===== src/rtl/core/ps2a_pkg.sv =====
// Shared types, scan codes and character lookup tables for the PS/2 set 2 decoder.
package ps2a_pkg;

  typedef logic [7:0] scan_t;
  typedef logic [1:0] act_t;
  typedef logic [6:0] char_t;

  // Key actions carried on the result channel.
  localparam act_t ACT_PRINT   = 2'd0;
  localparam act_t ACT_NEWLINE = 2'd1;
  localparam act_t ACT_BACK    = 2'd2;

  // Scan code set 2 bytes with special handling.
  localparam scan_t CODE_BREAK     = 8'hF0;
  localparam scan_t CODE_EXTEND    = 8'hE0;
  localparam scan_t CODE_LSHIFT    = 8'h12;
  localparam scan_t CODE_RSHIFT    = 8'h59;
  localparam scan_t CODE_CAPS      = 8'h58;
  localparam scan_t CODE_ENTER     = 8'h5A;
  localparam scan_t CODE_CTRL      = 8'h14;
  localparam scan_t CODE_BACKSPACE = 8'h66;

  // ASCII range of the decimal digits.
  localparam char_t CHAR_ZERO = 7'd48;
  localparam char_t CHAR_NINE = 7'd57;

  // Unshifted character for a scan code; 0 when the code has no character.
  function automatic char_t plain_char(input scan_t code);
    char_t ch;
    ch = 7'd0;
    case (code)
      8'h1C: ch = 7'h61;  8'h32: ch = 7'h62;  8'h21: ch = 7'h63;  8'h23: ch = 7'h64;
      8'h24: ch = 7'h65;  8'h2B: ch = 7'h66;  8'h34: ch = 7'h67;  8'h33: ch = 7'h68;
      8'h43: ch = 7'h69;  8'h3B: ch = 7'h6A;  8'h42: ch = 7'h6B;  8'h4B: ch = 7'h6C;
      8'h3A: ch = 7'h6D;  8'h31: ch = 7'h6E;  8'h44: ch = 7'h6F;  8'h4D: ch = 7'h70;
      8'h15: ch = 7'h71;  8'h2D: ch = 7'h72;  8'h1B: ch = 7'h73;  8'h2C: ch = 7'h74;
      8'h3C: ch = 7'h75;  8'h2A: ch = 7'h76;  8'h1D: ch = 7'h77;  8'h22: ch = 7'h78;
      8'h35: ch = 7'h79;  8'h1A: ch = 7'h7A;  8'h29: ch = 7'h20;
      8'h45: ch = 7'h30;  8'h16: ch = 7'h31;  8'h1E: ch = 7'h32;  8'h26: ch = 7'h33;
      8'h25: ch = 7'h34;  8'h2E: ch = 7'h35;  8'h36: ch = 7'h36;  8'h3D: ch = 7'h37;
      8'h3E: ch = 7'h38;  8'h46: ch = 7'h39;
      default: ch = 7'd0;
    endcase
    return ch;
  endfunction

  // Shifted character: upper case letters and the digit-row symbols.
  function automatic char_t upper_char(input scan_t code);
    char_t ch;
    ch = 7'd0;
    case (code)
      8'h1C: ch = 7'h41;  8'h32: ch = 7'h42;  8'h21: ch = 7'h43;  8'h23: ch = 7'h44;
      8'h24: ch = 7'h45;  8'h2B: ch = 7'h46;  8'h34: ch = 7'h47;  8'h33: ch = 7'h48;
      8'h43: ch = 7'h49;  8'h3B: ch = 7'h4A;  8'h42: ch = 7'h4B;  8'h4B: ch = 7'h4C;
      8'h3A: ch = 7'h4D;  8'h31: ch = 7'h4E;  8'h44: ch = 7'h4F;  8'h4D: ch = 7'h50;
      8'h15: ch = 7'h51;  8'h2D: ch = 7'h52;  8'h1B: ch = 7'h53;  8'h2C: ch = 7'h54;
      8'h3C: ch = 7'h55;  8'h2A: ch = 7'h56;  8'h1D: ch = 7'h57;  8'h22: ch = 7'h58;
      8'h35: ch = 7'h59;  8'h1A: ch = 7'h5A;  8'h29: ch = 7'h20;
      8'h45: ch = 7'h29;  8'h16: ch = 7'h21;  8'h1E: ch = 7'h40;  8'h26: ch = 7'h23;
      8'h25: ch = 7'h24;  8'h2E: ch = 7'h25;  8'h36: ch = 7'h5E;  8'h3D: ch = 7'h26;
      8'h3E: ch = 7'h2A;  8'h46: ch = 7'h28;
      default: ch = 7'd0;
    endcase
    return ch;
  endfunction

endpackage


===== src/rtl/core/ps2_set2_scancode_to_ascii.sv =====
// PS/2 scan code set 2 byte decoder that turns keyboard bytes into key actions.
//
//   channel  direction  handshake            payload
//   in_      input      in_valid / in_ready  in_scan_byte
//   out_     output     out_valid/out_ready  out_action, out_char_code
//
// One byte is taken per cycle while in_ready is high. A byte sits in the input
// register, where the table lookup and flag update happen, and its action (if any)
// then moves into the output register.
// Bytes that give no action retire from the input register without waiting
// on the output side. A stalled output only blocks a byte that gives an action.
// Reset clears the break, shift and caps flags and both valid bits.
module ps2_set2_scancode_to_ascii (
  input  logic              clk,
  input  logic              rst_n,
  input  logic              in_valid,
  output logic              in_ready,
  input  ps2a_pkg::scan_t   in_scan_byte,
  output logic              out_valid,
  input  logic              out_ready,
  output ps2a_pkg::act_t    out_action,
  output ps2a_pkg::char_t   out_char_code
);
  import ps2a_pkg::*;

  logic  s1_valid_r;
  scan_t s1_byte_r;
  logic  break_pending_r, break_pending_nxt;
  logic  shift_held_r, shift_held_nxt;
  logic  caps_on_r, caps_on_nxt;
  logic  out_valid_r;
  act_t  out_action_r;
  char_t out_char_r;

  logic  s1_emit;
  act_t  s1_action;
  char_t s1_char;
  char_t plain_ch;
  char_t upper_ch;
  logic  out_free;
  logic  s1_adv;
  logic  in_fire;

  // Decode the registered byte against the current flags.
  always_comb begin
    plain_ch          = plain_char(s1_byte_r);
    upper_ch          = upper_char(s1_byte_r);
    s1_emit           = 1'b0;
    s1_action         = ACT_PRINT;
    s1_char           = 7'd0;
    break_pending_nxt = break_pending_r;
    shift_held_nxt    = shift_held_r;
    caps_on_nxt       = caps_on_r;
    if (break_pending_r) begin
      break_pending_nxt = 1'b0;
      if (s1_byte_r == CODE_LSHIFT || s1_byte_r == CODE_RSHIFT) begin
        shift_held_nxt = 1'b0;
      end
    end else if (s1_byte_r == CODE_BREAK) begin
      break_pending_nxt = 1'b1;
    end else if (s1_byte_r == CODE_EXTEND || s1_byte_r == CODE_CTRL) begin
      // Swallowed without effect.
    end else if (s1_byte_r == CODE_LSHIFT || s1_byte_r == CODE_RSHIFT) begin
      shift_held_nxt = 1'b1;
    end else if (s1_byte_r == CODE_CAPS) begin
      caps_on_nxt = ~caps_on_r;
    end else if (s1_byte_r == CODE_ENTER) begin
      s1_emit   = 1'b1;
      s1_action = ACT_NEWLINE;
    end else if (s1_byte_r == CODE_BACKSPACE) begin
      s1_emit   = 1'b1;
      s1_action = ACT_BACK;
    end else begin
      s1_emit = 1'b1;
      if (shift_held_r) begin
        s1_char = upper_ch;
      end else if (caps_on_r) begin
        // Caps lock leaves digits alone and raises letters.
        s1_char = (plain_ch inside {[CHAR_ZERO:CHAR_NINE]}) ? plain_ch : upper_ch;
      end else begin
        s1_char = plain_ch;
      end
    end
  end

  // Handshake between the input register and the output register.
  assign out_free = ~out_valid_r | out_ready;
  assign s1_adv   = s1_valid_r & (~s1_emit | out_free);
  assign in_ready = ~s1_valid_r | s1_adv;
  assign in_fire  = in_valid & in_ready;

  // Input register and decoder flags.
  always_ff @(posedge clk) begin
    if (!rst_n) begin
      s1_valid_r      <= 1'b0;
      break_pending_r <= 1'b0;
      shift_held_r    <= 1'b0;
      caps_on_r       <= 1'b0;
    end else begin
      if (in_fire) begin
        s1_valid_r <= 1'b1;
      end else if (s1_adv) begin
        s1_valid_r <= 1'b0;
      end
      if (s1_adv) begin
        break_pending_r <= break_pending_nxt;
        shift_held_r    <= shift_held_nxt;
        caps_on_r       <= caps_on_nxt;
      end
    end
  end

  always_ff @(posedge clk) begin
    if (in_fire) begin
      s1_byte_r <= in_scan_byte;
    end
  end

  // Output register holding one finished item.
  always_ff @(posedge clk) begin
    if (!rst_n) begin
      out_valid_r <= 1'b0;
    end else if (out_free) begin
      out_valid_r <= s1_adv & s1_emit;
    end
  end

  always_ff @(posedge clk) begin
    if (out_free && s1_adv && s1_emit) begin
      out_action_r <= s1_action;
      out_char_r   <= s1_char;
    end
  end

  assign out_valid     = out_valid_r;
  assign out_action    = out_action_r;
  assign out_char_code = out_char_r;

endmodule

===== config.mk =====
export PLATFORM = sky130hd
export DESIGN_NAME = ps2_set2_scancode_to_ascii
export DESIGN_NICKNAME = d
export VERILOG_FILES = /design/src/rtl/core/ps2a_pkg.sv /design/src/rtl/core/ps2_set2_scancode_to_ascii.sv
export SDC_FILE = /design/constraint.sdc
export NUM_CORES = 1
export LEC_CHECK = 0
export BUFFER_PORTS_ARGS = -buffer_cell sky130_fd_sc_hd__buf_2
export CAP_MARGIN = 5
export CORE_ASPECT_RATIO = 1.4
export CORE_MARGIN = 5
export CORE_UTILIZATION = 30
export CTS_CLUSTER_SIZE = 16
export DETAILED_ROUTE_END_ITERATION = 8
export MAX_ROUTING_LAYER = met4
export PLACE_DENSITY_LB_ADDON = 0.15
export SYNTH_ARGS = -nofsm -noshare
export SYNTH_HDL_FRONTEND = slang
export SYNTH_SLANG_ARGS = --single-unit

===== constraint.sdc =====
create_clock -name clk -period 5 [get_ports clk]
set_input_delay 1 -clock clk [delete_from_list [all_inputs] [get_ports clk]]
set_output_delay 1 -clock clk [all_outputs]
set_load 0.02 [all_outputs]

==> impl_metrics.toml <==
[layout]
synthToLayoutAreaGrowth_pct = 12.59
final_cell_mix = "nor2_1, buf_2, nand2_1, o21ai_0, dfxtp_1"
finish.utilization_pct = 34.19
final_common_cell = "nor2_1"
fin_nets = 333
drive_above_1_share_pct = 16.56
diodes = 0

[timing]
worst_pin_slew_ns = 0.8655
slew_violations = 0
hold_viol = 0
holdWs_ns = 0.5141
grt_setup_unrepaired = "no"
clock.fmax_mhz = 246.4
finalSetupTns_ns = 0
finClkSkew_ns = 0.005727
post-route-min-period_ns = 4.058
slew_headroom_pct = 42.03
min_period_over_period_pct = 81.17
setup_violations = 0

[clock_network]
cts_resized = 0
cts_tree = "done"
root_buffer = "clkbuf_16"
cts.sinks = 35
clock_latency_ns = 0.28
clock_path_buffers = 2
htree_levels = 2
hold_buffers = 0
clk_pin_slew_ns = 0.06
postCtsSetupBuffers = 0
cts_buffers = 5

[floorplanning]
initial_core_util_pct = 30.37
core-area_sq_mm = 0.008508
pin_count = 23
rows = 40
die_width_um = 88.43
die_h_um = 119.8
die_area_sq_mm = 0.01059

[yosys]
ys_seq_area_share_pct = 33.70
synth_warnings = 0
synth_top_area_cell = "edfxtp_1"
synth_area_leaders = "edfxtp_1, dfxtp_1, mux2i_1"
syn-instance-count = 299
synth_edf_count = 17
syn_avg_cell_area_sq_um = 8.641
synth_fp_nets = 319
yosysTopAreaCellShare_pct = 19.76
ys.flop_type = "dfxtp_1"
ys_ff_latch = 35
ys_async_sr_fraction_pct = 0
yosysUniqueCellTypes = 62
syn_area_sq_mm = 0.002584

[setup_path]
crit_required_ns = 5.09
cp-start-kind = "flop"
r2r_cells = 10
critPathArrivalTime_ns = 4.15
worstPathMaxFanout = 9
r2r_slack_ns = 0.94
end_kind = "flop"
worst_r2r_startpoint = "s1_byte_r[3]"
path_class = "flop to flop"

[outcome]
outcome = "finished, final reports clean"

[routing]
ant_nets = 0
post_drt_wl_per_cell_um = 18.28
vias = 2419
drtIter0Drc = 235
vias_per_cell = 5.773
wl_um = 7660
firstDrtPassIters = 5
drc = 0

[grt]
antenna_found_initial = 0
grt_first_pass_wirelength_um = 12390
track_usage_pct = 15.41
grt_max_degree = 28
grt_pass1_vias = 2370
grt_overflow = 0

[placed_design]
port_buffers = 22
hpwlAfterDp_um = 5891
gp_congestion = 0.9842

[flow_run]
drv_cap = 0

[power_and_ir_drop]
leakagePower_nw = 1.141
irDropWorstVdd_v = 0.0001339
power.density_mw_per_mm2 = 288.1

[hold_path]
hold_end = "out_valid"
hold_path_class = "flop to flop"
min_path_cells = 2
hp-start = "out_valid"
where the power goes:
group | total, W | internal [W] | leakage, nW | switching, W
clock | 0.000297 | 0.000184 | 0.0745 | 0.000114
sequential | 0.000338 | 0.000323 | 0.318 | 0.0000153
combinational | 0.000202 | 0.0000739 | 0.749 | 0.000128
worst max path at each step:
stage	startpoint	endpoint	slack [ns]	cells after the start
final	s1_byte_r[3]	flop	0.94	10
after global routing	s1_byte_r[3]	flop	0.64	10
after CTS	s1_byte_r[3]	flop	1.03	10
after detailed placement	out_ready	flop	0.95	11
after global placement	out_ready	flop	0.86	11
after floorplan	s1_byte_r[3]	flop	1.12	13
cell families (layout without fill, tap and decap cells):
group / Yosys count / in the layout / share of synthesized area [%]
compound gates: 78 / 78 / 21.50
xor+xnor: 4 / 4 / 1.356
fa+ha+maj: 8 / 8 / 3.874
buf+inv: 32 / 47 / 6.198
flops: 35 / 35 / 33.70
mux: 24 / 24 / 9.927
simple gates: 118 / 118 / 23.44
layer usage:
layer / GRT usage, % / share of wire, % / vias to the layer above
met5: - / 0 / -
met4: 9.641 / 6.4 / 0
met3: 1.717 / 4.8 / 38
met2: 26.03 / 51 / 123
met1: 16.83 / 38 / 1109
li1: - / - / 1149
Yosys cell counts (2+ instances only):
master	instances
nand3_1	8
a221o_1	3
edfxtp_1	17
a22oi_1	3
o22ai_1	3
a211oi_1	3
nor4bb_1	2
a21oi_1	10
nor3b_1	2
mux2i_1	16
clkbuf_1	10
nor2b_1	2
nand3b_1	2
nand2b_1	5
o221ai_1	4
a21boi_0	5
buf_2	4
nand2_1	19
o21ai_0	19
o211ai_1	5
and3_1	3
nor2_1	42
ha_1	8
or3_1	3
a221oi_1	3
xnor2_1	4
buf_4	3
nor4_1	4
o311ai_0	2
a31oi_1	3
and2_1	4
a311oi_1	2
nand4_1	8
buf_6	3
nor3_1	6
dfxtp_1	18
nor4b_1	2
mux2_2	6
inv_1	10
layout make-up:
class                   instances  area (sq um)
clock buffers                   5         125.1
clock inverters                 3         17.52
fillers                       914          5599
inverters                      11         41.29
multi-input cells             232          1568
flip-flops and latches         35         870.8
well taps                     105         131.4
repair buffers                 28         155.1
through the flow:
| stage | std cells | setup slack (ns) | total power (W) | area [sq um] |
|---|---|---|---|---|
| after global routing | 419 | 0.6368 | 0.0008766 | 2909 |
| after detailed placement | 411 | 0.9462 | 0.0005420 | 2766 |
| final | 419 | 0.9416 | 0.0008381 | 2909 |
| after global placement | 411 | 0.8581 | 0.0005464 | 2766 |
| after CTS | 419 | 1.027 | 0.0008414 | 2909 |
| after floorplan | 299 | 1.123 | 0.0004834 | 2584 |
critical path, stage by stage (launching register included):
cell and delay [ns]:
edfxtp_1 0.52, or4b_4 0.58, or4_4 0.46, a41oi_4 0.26
mux2i_1 0.56, inv_1 0.14, ha_1 0.37, o21ai_0 0.43
nor2_1 0.10, o21ai_0 0.24, o221ai_1 0.21
Power figures use the tool's default switching activity.
